<file path="src/hw/rtl/ebrle_pkg.sv">
// ----------------------------------------------------------------------------
// Escape-byte RLE decoder package
// Shared types and constants for the front parser, job queue and back packer.
// ----------------------------------------------------------------------------
package ebrle_pkg;

   // Default number of output bytes packed into one result
   localparam int BYTES_PER_RESULT_DEF = 4;

   // Depth of the job queue between front and back
   localparam int QUEUE_DEPTH = 4;

   // Register widths
   localparam int CSR_ADDR_W = 1;
   localparam int CSR_DATA_W = 16;
   localparam int PRODUCED_W = 17;

   // Configuration register indexes
   localparam logic [CSR_ADDR_W-1:0] REG_STOPPER  = 1'd0;
   localparam logic [CSR_ADDR_W-1:0] REG_EXPECTED = 1'd1;

   // Parser phase
   typedef enum logic [1:0] {
      PH_LITERAL = 2'd0,
      PH_COUNT   = 2'd1,
      PH_VALUE   = 2'd2
   } phase_type;

   // One expansion job handed from front to back
   typedef struct packed {
      logic [7:0] count;     // number of bytes to emit
      logic [7:0] value;     // byte to repeat
      logic       last;      // job closes the stream
      logic       mismatch;  // stream total differs from expected length
   } job_type;

endpackage

</file>
<file path="src/hw/rtl/ebrle_front.sv">
// ----------------------------------------------------------------------------
// Escape-byte RLE decoder front end
// Holds the configuration registers, parses the compressed byte stream and
// turns each input transfer into at most one expansion job.
// ----------------------------------------------------------------------------
module ebrle_front (
   input  logic                               clock,
   input  logic                               reset,
   // configuration writes
   input  logic                               csr_we,
   input  logic [ebrle_pkg::CSR_ADDR_W-1:0]   csr_addr,
   input  logic [ebrle_pkg::CSR_DATA_W-1:0]   csr_wdata,
   // compressed input
   input  logic                               in_valid,
   output logic                               in_ready,
   input  logic [7:0]                         in_byte,
   input  logic                               in_last,
   // job queue side
   input  logic                               queue_full,
   output logic                               push,
   output ebrle_pkg::job_type                 job
);

   logic [7:0]                          stopper_ff;
   logic [15:0]                         expected_ff;
   ebrle_pkg::phase_type                phase_ff, phase_in, phase_next;
   logic [7:0]                          run_ff, run_in;
   logic [ebrle_pkg::PRODUCED_W-1:0]    produced_ff, produced_in, total;
   logic [ebrle_pkg::PRODUCED_W:0]      sum;
   logic [7:0]                          n;
   logic [7:0]                          v;
   logic                                accept;

   assign in_ready = !queue_full;
   assign accept   = in_valid && in_ready;

   // Configuration registers
   always_ff @(posedge clock) begin
      if (reset) begin
         stopper_ff  <= '0;
         expected_ff <= '0;
      end else if (csr_we) begin
         case (csr_addr)
            ebrle_pkg::REG_STOPPER:  stopper_ff  <= csr_wdata[7:0];
            ebrle_pkg::REG_EXPECTED: expected_ff <= csr_wdata;
            default: ;
         endcase
      end
   end

   // Next parser phase
   always_comb begin
      phase_next = ebrle_pkg::PH_LITERAL;
      case (phase_ff)
         ebrle_pkg::PH_COUNT: begin
            phase_next = in_last ? ebrle_pkg::PH_LITERAL : ebrle_pkg::PH_VALUE;
         end
         ebrle_pkg::PH_VALUE: begin
            phase_next = ebrle_pkg::PH_LITERAL;
         end
         default: begin
            if (in_byte == stopper_ff && !in_last) begin
               phase_next = ebrle_pkg::PH_COUNT;
            end
         end
      endcase
   end

   // Job contents for the current byte
   always_comb begin
      n      = '0;
      v      = '0;
      run_in = run_ff;
      case (phase_ff)
         ebrle_pkg::PH_COUNT: begin
            run_in = in_byte;
            if (in_last) begin
               n = in_byte;   // run cut short: value taken as zero
            end
         end
         ebrle_pkg::PH_VALUE: begin
            n = run_ff;
            v = in_byte;
         end
         default: begin
            if (in_byte != stopper_ff) begin
               n = 8'd1;
               v = in_byte;
            end
         end
      endcase
   end

   // Saturating stream byte total
   assign sum   = {1'b0, produced_ff} + (ebrle_pkg::PRODUCED_W+1)'(n);
   assign total = sum[ebrle_pkg::PRODUCED_W] ? '1 : sum[ebrle_pkg::PRODUCED_W-1:0];

   assign job.count    = n;
   assign job.value    = v;
   assign job.last     = in_last;
   assign job.mismatch = in_last
                         && (total != ebrle_pkg::PRODUCED_W'(expected_ff));

   // Jobs that make no result are dropped here
   assign push = accept && (n != 8'd0 || in_last);

   // Parser state update; end of stream returns to the reset state
   always_comb begin
      phase_in    = phase_ff;
      produced_in = produced_ff;
      if (accept) begin
         phase_in    = phase_next;
         produced_in = in_last ? '0 : total;
      end
   end

   always_ff @(posedge clock) begin
      if (reset) begin
         phase_ff    <= ebrle_pkg::PH_LITERAL;
         run_ff      <= '0;
         produced_ff <= '0;
      end else begin
         phase_ff    <= phase_in;
         run_ff      <= (accept && in_last) ? '0 : (accept ? run_in : run_ff);
         produced_ff <= produced_in;
      end
   end

endmodule

</file>
<file path="src/hw/rtl/ebrle_queue.sv">
// ----------------------------------------------------------------------------
// Escape-byte RLE decoder job queue
// Small register FIFO of expansion jobs between the front and the back.
// ----------------------------------------------------------------------------
module ebrle_queue (
   input  logic                clock,
   input  logic                reset,
   input  logic                push,
   input  ebrle_pkg::job_type  push_job,
   input  logic                pop,
   output ebrle_pkg::job_type  head,
   output logic                empty,
   output logic                full
);

   localparam int PtrW = $clog2(ebrle_pkg::QUEUE_DEPTH);
   localparam int CntW = $clog2(ebrle_pkg::QUEUE_DEPTH + 1);

   ebrle_pkg::job_type  slot_ff [ebrle_pkg::QUEUE_DEPTH];
   logic [PtrW-1:0]     wr_ff, rd_ff;
   logic [CntW-1:0]     fill_ff;
   logic                do_push, do_pop;

   assign empty   = (fill_ff == '0);
   assign full    = (fill_ff == CntW'(ebrle_pkg::QUEUE_DEPTH));
   assign do_push = push && !full;
   assign do_pop  = pop && !empty;
   assign head    = slot_ff[rd_ff];

   // Entry storage
   always_ff @(posedge clock) begin
      if (do_push) begin
         slot_ff[wr_ff] <= push_job;
      end
   end

   // Pointers and fill level
   always_ff @(posedge clock) begin
      if (reset) begin
         wr_ff   <= '0;
         rd_ff   <= '0;
         fill_ff <= '0;
      end else begin
         if (do_push) begin
            wr_ff <= (wr_ff == PtrW'(ebrle_pkg::QUEUE_DEPTH - 1)) ? '0 : wr_ff + 1'b1;
         end
         if (do_pop) begin
            rd_ff <= (rd_ff == PtrW'(ebrle_pkg::QUEUE_DEPTH - 1)) ? '0 : rd_ff + 1'b1;
         end
         case ({do_push, do_pop})
            2'b10:   fill_ff <= fill_ff + 1'b1;
            2'b01:   fill_ff <= fill_ff - 1'b1;
            default: fill_ff <= fill_ff;
         endcase
      end
   end

endmodule

</file>
<file path="src/hw/rtl/ebrle_back.sv">
// ----------------------------------------------------------------------------
// Escape-byte RLE decoder back end
// Expands the job at the queue head into packed results, one result per
// cycle into the output register while the receiver does not stall it.
// ----------------------------------------------------------------------------
module ebrle_back #(
   parameter int BYTES_PER_RESULT = ebrle_pkg::BYTES_PER_RESULT_DEF
) (
   input  logic                clock,
   input  logic                reset,
   // job queue side
   input  ebrle_pkg::job_type  head,
   input  logic                empty,
   output logic                pop,
   // result side
   output logic                out_valid,
   input  logic                out_ready,
   output logic [31:0]         out_bytes,
   output logic [2:0]          byte_count,
   output logic                run_end,
   output logic                stream_end,
   output logic                length_mismatch
);

   localparam int CntW = $clog2(BYTES_PER_RESULT + 1);
   localparam logic [7:0] Bpr = 8'(BYTES_PER_RESULT);

   logic               started_ff, started_in;
   logic [7:0]         rem_ff, rem_in;
   logic [7:0]         remaining;
   logic               fits;
   logic [CntW-1:0]    cnt;
   logic [31:0]        word;
   logic               slot_free;
   logic               emit;
   logic               valid_ff;
   logic [31:0]        bytes_ff;
   logic [2:0]         count_ff;
   logic               run_end_ff, stream_end_ff, mismatch_ff;

   assign slot_free = !valid_ff || out_ready;
   assign emit      = slot_free && !empty;

   // Bytes still owed by the head job
   assign remaining = started_ff ? rem_ff : head.count;
   assign fits      = (remaining <= Bpr);
   assign cnt       = fits ? CntW'(remaining) : CntW'(BYTES_PER_RESULT);
   assign pop       = emit && fits;

   // Pack the repeated byte into the low lanes
   always_comb begin
      word = '0;
      for (int j = 0; j < 4; j++) begin
         if (CntW'(j) < cnt) begin
            word[8*j +: 8] = head.value;
         end
      end
   end

   always_comb begin
      started_in = started_ff;
      rem_in     = rem_ff;
      if (emit) begin
         started_in = !fits;
         rem_in     = remaining - Bpr;
      end
   end

   always_ff @(posedge clock) begin
      if (reset) begin
         started_ff <= 1'b0;
         valid_ff   <= 1'b0;
      end else begin
         started_ff <= started_in;
         if (slot_free) begin
            valid_ff <= !empty;
         end
      end
   end

   // Result payload
   always_ff @(posedge clock) begin
      rem_ff <= rem_in;
      if (emit) begin
         bytes_ff      <= word;
         count_ff      <= cnt[2:0];
         run_end_ff    <= fits;
         stream_end_ff <= fits && head.last;
         mismatch_ff   <= fits && head.mismatch;
      end
   end

   assign out_valid       = valid_ff;
   assign out_bytes       = bytes_ff;
   assign byte_count      = count_ff;
   assign run_end         = run_end_ff;
   assign stream_end      = stream_end_ff;
   assign length_mismatch = mismatch_ff;

endmodule

</file>
<file path="src/hw/rtl/escape_byte_rle_decoder_top.sv">
// ----------------------------------------------------------------------------
// Escape-byte RLE decoder
// Expands an escape-coded compressed byte stream into packed output bytes.
// ----------------------------------------------------------------------------
// Usage:
//   req_*  carries one compressed byte per transfer; req_tlast marks the
//          final byte of a stream.
//   rsp_*  carries packed results: BYTES_PER_RESULT bytes at most, the first
//          in the low bits; rsp_tlast marks the last result of one input
//          byte, rsp_tuser flags the end of stream and the length check.
//   csr_*  writes the stopper byte (index 0) and expected length (index 1);
//          write only while the block is idle.
// Timing:
//   A result passes through the job queue and the result register after the
//   input transfer that caused it. Literal bytes flow at one per cycle while
//   the receiver keeps up. A run of n bytes makes ceil(n / BYTES_PER_RESULT)
//   results, or one empty one if n is zero and closes the stream; a four-entry
//   job queue lets the front keep taking bytes, and req_tready falls when full.
//   A stalled receiver holds the result register and backs up the queue.
// Reset clears the parser, the queue and the output valid; no clearing pass.
// ----------------------------------------------------------------------------
module escape_byte_rle_decoder_top #(
   parameter int BYTES_PER_RESULT = ebrle_pkg::BYTES_PER_RESULT_DEF
) (
   input  logic                              clock,
   input  logic                              reset,
   // configuration
   input  logic                              csr_we,
   input  logic [ebrle_pkg::CSR_ADDR_W-1:0]  csr_addr,
   input  logic [ebrle_pkg::CSR_DATA_W-1:0]  csr_wdata,
   // compressed input
   input  logic                              req_tvalid,
   output logic                              req_tready,
   input  logic [7:0]                        req_tdata,   // in_byte[7:0]
   input  logic                              req_tlast,   // stream_last
   // decoded output
   output logic                              rsp_tvalid,
   input  logic                              rsp_tready,
   output logic [39:0]                       rsp_tdata,   // out_bytes[31:0], byte_count[34:32]
   output logic                              rsp_tlast,   // run_end
   output logic [1:0]                        rsp_tuser    // stream_end[0], length_mismatch[1]
);

   ebrle_pkg::job_type  push_job, head;
   logic                push, pop, q_empty, q_full;
   logic [31:0]         out_bytes;
   logic [2:0]          byte_count;
   logic                stream_end, length_mismatch;

   ebrle_front u_front (
      .clock      (clock),
      .reset      (reset),
      .csr_we     (csr_we),
      .csr_addr   (csr_addr),
      .csr_wdata  (csr_wdata),
      .in_valid   (req_tvalid),
      .in_ready   (req_tready),
      .in_byte    (req_tdata),
      .in_last    (req_tlast),
      .queue_full (q_full),
      .push       (push),
      .job        (push_job)
   );

   ebrle_queue u_queue (
      .clock    (clock),
      .reset    (reset),
      .push     (push),
      .push_job (push_job),
      .pop      (pop),
      .head     (head),
      .empty    (q_empty),
      .full     (q_full)
   );

   ebrle_back #(
      .BYTES_PER_RESULT (BYTES_PER_RESULT)
   ) u_back (
      .clock           (clock),
      .reset           (reset),
      .head            (head),
      .empty           (q_empty),
      .pop             (pop),
      .out_valid       (rsp_tvalid),
      .out_ready       (rsp_tready),
      .out_bytes       (out_bytes),
      .byte_count      (byte_count),
      .run_end         (rsp_tlast),
      .stream_end      (stream_end),
      .length_mismatch (length_mismatch)
   );

   assign rsp_tdata = {5'b0, byte_count, out_bytes};
   assign rsp_tuser = {length_mismatch, stream_end};

   // End of stream only on the last result of a run
   a_stream_end_is_run_end: assert property (@(posedge clock) disable iff (reset)
      rsp_tvalid && stream_end |-> rsp_tlast)
      else $error("stream end without run end");

   // Length check only reported with end of stream
   a_mismatch_with_end: assert property (@(posedge clock) disable iff (reset)
      rsp_tvalid && length_mismatch |-> stream_end)
      else $error("length mismatch outside end of stream");

   // Results before the end of a run are always full
   a_full_chunks: assert property (@(posedge clock) disable iff (reset)
      rsp_tvalid && !rsp_tlast |-> byte_count == 3'(BYTES_PER_RESULT))
      else $error("short result before run end");

   // Queue status is consistent
   a_queue_status: assert property (@(posedge clock) disable iff (reset)
      !(q_empty && q_full))
      else $error("queue empty and full together");

endmodule

</file>
<file path="config.mk">
export PLATFORM = sky130hd
export DESIGN_NAME = escape_byte_rle_decoder_top
export DESIGN_NICKNAME = d
export VERILOG_FILES = /design/src/hw/rtl/ebrle_pkg.sv /design/src/hw/rtl/ebrle_front.sv /design/src/hw/rtl/ebrle_queue.sv /design/src/hw/rtl/ebrle_back.sv /design/src/hw/rtl/escape_byte_rle_decoder_top.sv
export SDC_FILE = /design/constraint.sdc
export NUM_CORES = 1
export LEC_CHECK = 0
export ABC_CLOCK_PERIOD_IN_PS = 10500
export BUFFER_PORTS_ARGS = -buffer_cell sky130_fd_sc_hd__buf_2
export CAP_MARGIN = 5
export CORE_ASPECT_RATIO = 1.4
export CORE_MARGIN = 2
export CORE_UTILIZATION = 50
export DETAILED_ROUTE_END_ITERATION = 10
export PLACE_DENSITY = 0.69
export SYNTH_ARGS = -nofsm -noshare
export SYNTH_HDL_FRONTEND = slang
export SYNTH_HIERARCHICAL = 1
export SYNTH_SLANG_ARGS = --single-unit
export TNS_END_PERCENT = 5
</file>
<file path="constraint.sdc">
create_clock -name clock -period 10.5 [get_ports clock]
set_clock_uncertainty 0.15 [all_clocks]
set_input_delay 2.1 -clock clock [delete_from_list [all_inputs] [get_ports clock]]
set_output_delay 2.1 -clock clock [all_outputs]
set_load 0.03 [all_outputs]
</file>
==> impl_results.md, run 1 <==
* Placed insts at 955
* HPWL after DPL at 12050 um
* Synth cell count leaders: 118 x edfxtp_1, 64 x a21oi_1, 62 x dfxtp_1
* Total Die Area at 18080 um^2
* Clk buf depth at 2
* Hold Fails Final Rpt at 0
* Worst EP required at ~10 ns
* CORE AREA at 16680 um^2
* Slew of the pin with the lowest slew margin at 1.332 ns
* Initial drt markers at 395
* Initial Utilization at 50.99%
* Startpoint types: input port
* Synth async-reset ratio at 0%
* GRT Util Overall at between 10% and 20%
* Cell count after synthesis at 727
* Nets at 823
* Inserted Diodes at 0
* Worst Hold Class: flop to flop
* Largest net degree at the start of global routing at 55
* Yosys cell types at 75
* CTS Buf Count at 17
* MaxCap Viol Count at 0
* Post-route DRC violation count at 0
* CTS tree: done
* FP Rows at 56
* Num Clock Sinks at 180
* Buffers on Ports at 70
* TNS Setup at 0 ns
* DR top layer: met4
* Detail Route Antenna Nets at 0
* Post-CTS Setup Bufs at 0
* Critical Path Fanout Max at 23
* Fill cells at 1400
* Die Wd at 114.2 um
* Main synth FF type: edfxtp_1
* Relative slew slack at 11.18%
* Non-Filler Instances at 987
* RSZ-0062 raised after global routing: false
* Synth area leader: edfxtp_1
* Routed length on met2 at slightly above 9000 um
* Area share of the largest cell type after synthesis at around two fifths
* Area growth, synth to finish at 10.80%
* Clock Pin Slew Worst Setup and Hold Paths at 0.06 ns
* Top Ports at 76
* Count leader, synth: edfxtp_1
* Cts hold-fix bufs at 0
* GRT overflow at 0
* Pwr/cell area at 176.8 nW/um^2
* Vias in the first global route at 5593
* Final WL at roughly 17000 um
* Area contributors post-synth: edfxtp_1 42%, dfxtp_1 15%, mux4_2 4.8%
* Fmax at between 150 and 200 MHz
* Number of antenna violations at the first check in global routing at 0
* Worst path arrival time at around 6.1 ns
* Gpl congestion at 0.8878
* Period utilization at 57.97%
* Leak at 3.505 nW
* Synthesized flop and latch total at 180
* Setup crit end kind: flop
* Cell Area, Synth at 8503 um^2
* Syn. warnings at 6
* H-tree levels at 4
* Wire per inst at 17.52 um
* PostCTS Resize Cnt at 0
* Chip height at 158.3 um
* Endpoints failing setup at 0
* CTS Root Cell: clkbuf_16
* Final slew viol count at 0
* Metal-1 WL at 6940 um
* Number of synthesized flops with an enable pin at 118
* Clock Latency Late Sink at 0.43 ns
* Fin crit period at 6.087 ns
* Setup Crit Path Kind: input port to flop
* Share of cells above drive strength 1 at 18.88%
* Final hold slack at 0.3203 ns
* Routed vias/inst at 5.800
* Status: finished clean
* Synth Area per Inst at 11.70 um^2
* Register area share after synthesis at 56.27%
* Routed vias at 5725
* Drt first pass iters at 5
* VDD IR-drop max at 0.0001241 V
* Routed wl met3 at 606 um
* First-pass GRT wire length at 27570 um
[critical path, stage by stage]
cell and delay [ns]:
buf_2 0.39, and2_1 0.34, a221oi_1 0.12, nor2_1 0.30, ha_1 0.24, inv_1 0.05
fa_1 0.40, nor2b_1 0.17, o2111ai_1 0.19, a31oi_1 0.56, nand3_1 0.22, xnor2_1 0.17
or3_1 0.38, nor4_2 0.21, a41oi_1 0.22
[cell usage in the layout, fill, tap and decap left out, drive strengths merged, types with 5 or more instances in the layout]
cell type  count
ha            19
and2          12
or3            6
dfxtp         62
inv           36
xor2          20
a21oi         64
nor2          56
nand2         56
clkbuf        19
a22oi          7
nand3         22
o21ai          6
mux2i         16
a21o           6
conb           5
o22ai          5
edfxtp       118
mux4          18
and3          14
xnor2         12
buf           75
nand4          6
nor3b          6
a31oi         30
nor3          22
[worst paths after layout]
kind,startpoint,to,slack [ns],cells past startpoint
min reg2reg,u_front/run_ff[0]$_SDFFE_PP0P_,u_front/run_ff[0]$_SDFFE_PP0P_,0.32,2
max reg2reg,u_front/phase_ff[0]$_SDFFE_PP0P_,u_queue/slot_ff[1][0]$_DFFE_PP_,5.85,16
max,req_tlast,u_queue/slot_ff[1][0]$_DFFE_PP_,4.41,15
min,u_front/run_ff[0]$_SDFFE_PP0P_,u_front/run_ff[0]$_SDFFE_PP0P_,0.32,2
[registers in the layout, indices dropped and copies added (netlist names), named ones only]
| signal | count |
|---|---|
| u_front/produced_ff | 17 |
| u_back/out_valid | 1 |
| u_queue/wr_ff | 2 |
| u_front/stopper_ff | 8 |
| u_queue/slot_ff | 72 |
| u_back/length_mismatch | 1 |
| u_back/run_end | 1 |
| u_queue/fill_ff | 3 |
| u_back/started_ff | 1 |
| u_back/byte_count | 3 |
| u_queue/rd_ff | 2 |
| u_back/rem_ff | 8 |
| u_back/stream_end | 1 |
| u_back/out_bytes | 32 |
| u_front/phase_ff | 2 |
| u_front/run_ff | 8 |
| u_front/expected_ff | 16 |
[cell families after synthesis]
group / count (synthesis) / share of synthesized area, %
DFF: 180 / 56.27
other: 1 / 0.04410
adders and majority gates: 21 / 3.267
and+or+nand+nor: 225 / 13.43
buffers and inverters: 83 / 4.929
xor gates and xnor gates: 34 / 3.885
muxes: 36 / 6.916
AOI/OAI and AO/OA: 147 / 11.26
[power by group]
group          internal (mW)  total, mW  switching (mW)
logic                 0.0660      0.215           0.149
clock network          0.336      0.615           0.279
registers              0.814      0.836          0.0222
total                   1.22       1.67           0.450
[area by class of cell]
type                            instances  area [um^2]  area share, %
Sequential cell                       180         4785          50.78
Multi-Input combinational cell        468         3314          35.18
Clock buffer                           19        432.9          4.595
Timing Repair Buffer                   75        387.9          4.117
Tap cell                              203        254.0          2.696
Clock inverter                         13        138.9          1.474
Inverter                               29        108.9          1.155
[through the flow]
stage	instance area [um^2]	worst slack, ns	util (%)	power, mW
detailed placement	8850	4.008	53.07	1.067
CTS	9422	4.471	56.50	1.680
floorplan	8518	4.665	-	1.011
global placement	8850	4.178	53.07	1.060
finish	9422	4.413	56.50	1.666
global route	9422	4.152	56.50	1.734
[layer usage]
metal | GRT usage (%) | vias to the layer above
li1 | - | 2758
met1 | 21.94 | 2781
met2 | 36.39 | 151
met3 | 3.883 | 35
met4 | 8.943 | 0
met5 | 0 | -
No activity file was read; power rests on OpenSTA's default activity.
==> inputs of run 2 (changes only) <==
Settings changed: ABC_CLOCK_PERIOD_IN_PS 10500 to 5900.
Clock period 10.5 ns to 5.9 ns, I/O delays scaled along.
==> run 2 against run 1 <==
  * Largest power group unchanged
  * Routed wire length grew 2.1%
  * Worst hold slack lost 0.0070 ns
  * First-iteration DRC count grew 14%
  * Clock power grew 77%
  * Die area is the same
  * Design area grew 0.36%
  * Setup slack lost 3.6 ns
  * Highest routed layer unchanged
  * Clock-buffer cell count is the same
  * Critical path type unchanged
==> impl_results.md, run 2 (same netlist as run 1, synthesis figures left out) <==
* Number of antenna violations at the first check in global routing at 0 (unchanged)
* Period utilization at 85.99%
* Clock Latency Late Sink at 0.43 ns (about the same)
* Routed vias at 5792 (was 5725)
* Chip height at 158.3 um (unchanged)
* Post-CTS Setup Bufs at 0 (unchanged)
* Final slew viol count at 0 (unchanged)
* GRT overflow at 0 (unchanged)
* Clk pwr share at 36.7% (was 36.9%)
* CTS Root Cell: clkbuf_16 (unchanged)
* Die Wd at 114.2 um (unchanged)
* Inserted Diodes at 0 (unchanged)
* Sw Pwr at 793.6 uW (was 450.1 uW)
* Clock Pin Slew Worst Setup and Hold Paths at 0.07 ns (was 0.06 ns)
* CTS tree: done (unchanged)
* Crit path cell chain: buf_2, xor2_1, nor4_1, nand3_1, nor4_1, nor2_1, ha_1, inv_1, fa_1, nor2b_1, o2111ai_1, a31oi_1, nand3_1, xnor2_1, or3_1, nor4_2, a41oi_1 (was buf_2, and2_1, a221oi_1, nor2_1, ha_1, inv_1, fa_1, nor2b_1, o2111ai_1, a31oi_1, nand3_1, xnor2_1, or3_1, nor4_2, a41oi_1)
* Max reg flops at 72 (unchanged)
* FP Rows at 56 (unchanged)
* Gpl congestion at 0.8732 (was 0.8878)
* Slew of the pin with the lowest slew margin at 1.380 ns (was 1.332 ns)
* Switch share at 26.84% (was 27.02%)
* Detail Route Antenna Nets at 0 (unchanged)
* Num Clock Sinks at 180 (unchanged)
* Reg power frac at 50.4% (was 50.2%)
* CTS Buf Count at 17 (unchanged)
* Gate power share at 12.9% (about the same)
* Setup ws final at 0.8265 ns (was 4.413 ns)
* Worst setup path startpoint: req_tdata[4] (was req_tlast)
* HPWL after DPL at 12570 um (was 12050 um)
* Setup crit end kind: flop (unchanged)
* Final WL at 17650 um (was 17290 um)
* Worst path arrival time at 5.04 ns (was 6.06 ns)
* Area growth, synth to finish at 11.20% (was 10.80%)
* Post-route DRC violation count at 0 (unchanged)
* Startpoint types: input port (unchanged)
* Drt first pass iters at 5 (unchanged)
* Total Die Area at 18080 um^2 (unchanged)
* Initial drt markers at 451 (was 395)
* Internal power at 2.163 mW (was 1.216 mW)
* GRT Util Overall at 20.31% (was 19.77%)
* Worst Hold Class: flop to flop (unchanged)
* VDD IR-drop max at 0.0001623 V (was 0.0001241 V)
* RSZ-0062 raised after global routing: false (unchanged)
* Pwr/cell area at 312.7 nW/um^2 (was 176.8 nW/um^2)
* Cts hold-fix bufs at 0 (unchanged)
* Clk buf depth at 2 (unchanged)
* R2R depth at 16 (unchanged)
* Initial Utilization at 50.99% (unchanged)
* Top Family by Delay on Critical Path: simple AND/OR/NAND/NOR gates (unchanged)
* Endpoints failing setup at 0 (unchanged)
* Reg with most FFs: u_queue/slot_ff (unchanged)
* Vias in the first global route at 5723 (was 5593)
* Non-Filler Instances at 992 (was 987)
* Nets at 828 (was 823)
* Top Ports at 76 (unchanged)
* Largest net degree at the start of global routing at 55 (unchanged)
* Commonest non-fill, non-tap cell in the layout: edfxtp_1 (unchanged)
* First-pass GRT wire length at 28550 um (was 27570 um)
* Max incr delay on CP at 0.58 ns (was 0.56 ns)
* Hold depth at 2 (unchanged)
* H-tree levels at 4 (unchanged)
* Fill cells at 1421 (was 1400)
* Worst slack, placed at 0.4814 ns (was 4.008 ns)
* Routed vias/inst at 5.839 (was 5.800)
* Placed insts at 960 (was 955)
* Wire per inst at 17.79 um (was 17.52 um)
* Buffers on Ports at 70 (unchanged)
* MaxCap Viol Count at 0 (unchanged)
* Crit path buf inv count at 2 (unchanged)
* Worst path depth at 17 (was 15)
* Worst EP required at 5.87 ns (was 10.47 ns)
* Final core utilization at 56.70% (was 56.50%)
* Fin crit period at 5.074 ns
* Relative slew slack at 7.978% (was 11.18%)
* Hold Fails Final Rpt at 0 (unchanged)
* Status: finished clean (unchanged)
* TNS Setup at 0 ns (unchanged)
* Share of cells above drive strength 1 at 19.52% (was 18.88%)
* Setup Crit Path Kind: input port to flop (unchanged)
* Fmax at 197.1 MHz
* Hold path startpoint: u_front/run_ff[0]$_SDFFE_PP0P_ (unchanged)
* Critical Path Fanout Max at 8 (was 23)
* Most frequent cells in the layout: 118 x edfxtp_1, 70 x buf_2, 64 x a21oi_1, 62 x dfxtp_1 (unchanged)
* CORE AREA at 16680 um^2 (unchanged)
* Total power at 2.957 mW (was 1.666 mW)
* Slowest CP cell: a31oi_1 (unchanged)
* Leak at 3.536 nW (was 3.505 nW)
* PostCTS Resize Cnt at 0 (unchanged)
* Worst r2r src: u_front/phase_ff[0]$_SDFFE_PP0P_ (unchanged)
run 2: cell count changes in the layout (fill, tap and decap cells not counted):
cell	change
buf_4	+5
inv_6	+5
inv_8	-3
clkinvlp_4	-2
clkinv_1	-1
clkinv_2	+1
run 2: cell type report:
type | count | area, um^2 | share of cell area, %
Clock buffer | 19 | 432.9 | 4.579
Clock inverter | 13 | 135.1 | 1.429
Inverter | 29 | 108.9 | 1.151
Multi-Input combinational cell | 468 | 3314 | 35.05
Sequential cell | 180 | 4785 | 50.60
Tap cell | 203 | 254.0 | 2.686
Timing Repair Buffer | 80 | 425.4 | 4.499
run 2: routing by layer:
metal / GRT usage [%] / wire length [um] / vias up
li1: - / - / 2776
met1: 22.40 / 7055 / 2803
met2: 38.10 / 9437 / 174
met3: 3.692 / 631 / 39
met4: 8.537 / 527 / 0
met5: 0 / 0 / -
run 2: path summary, 6_finish.rpt:
| check | to | slack (ns) |
|---|---|---|
| setup reg to reg | u_queue/slot_ff[0][0]$_DFFE_PP_ | 1.10 |
| hold reg to reg | u_front/run_ff[0]$_SDFFE_PP0P_ | 0.31 |
| hold / removal | u_front/run_ff[0]$_SDFFE_PP0P_ | 0.31 |
| setup / recovery | u_queue/slot_ff[0][0]$_DFFE_PP_ | 0.83 |
run 2: through the flow:
step,area [um^2],hold slack [ns]
final,9455,0.3133
after floorplan,8518,0.2860
after detailed placement,8887,0.3037
after CTS,9455,0.3146
after global placement,8887,0.2980
after global routing,9455,0.3340
run 2: power groups by stage:
| stage | clock network (mW) | logic, mW | registers (mW) |
|---|---|---|---|
| CTS | 1.11 | 0.383 | 1.49 |
| detailed placement | 0 | 0.383 | 1.52 |
| finish | 1.09 | 0.381 | 1.49 |
| floorplan | 0 | 0.220 | 1.58 |
| global placement | 0 | 0.373 | 1.51 |
| global route | 1.16 | 0.415 | 1.50 |
run 2: worst reg2reg max path: stages (launching register included):
cell and delay, ns:
dfxtp_1 0.37, inv_1 0.07, ha_1 0.44, nand3_1 0.13, nor4_1 0.08, nor2_1 0.36, ha_1 0.26, inv_1 0.06
fa_1 0.41, nor2b_1 0.20, o2111ai_1 0.18, a31oi_1 0.58, nand3_1 0.23, xnor2_1 0.18, or3_1 0.38, nor4_2 0.21
a41oi_1 0.22
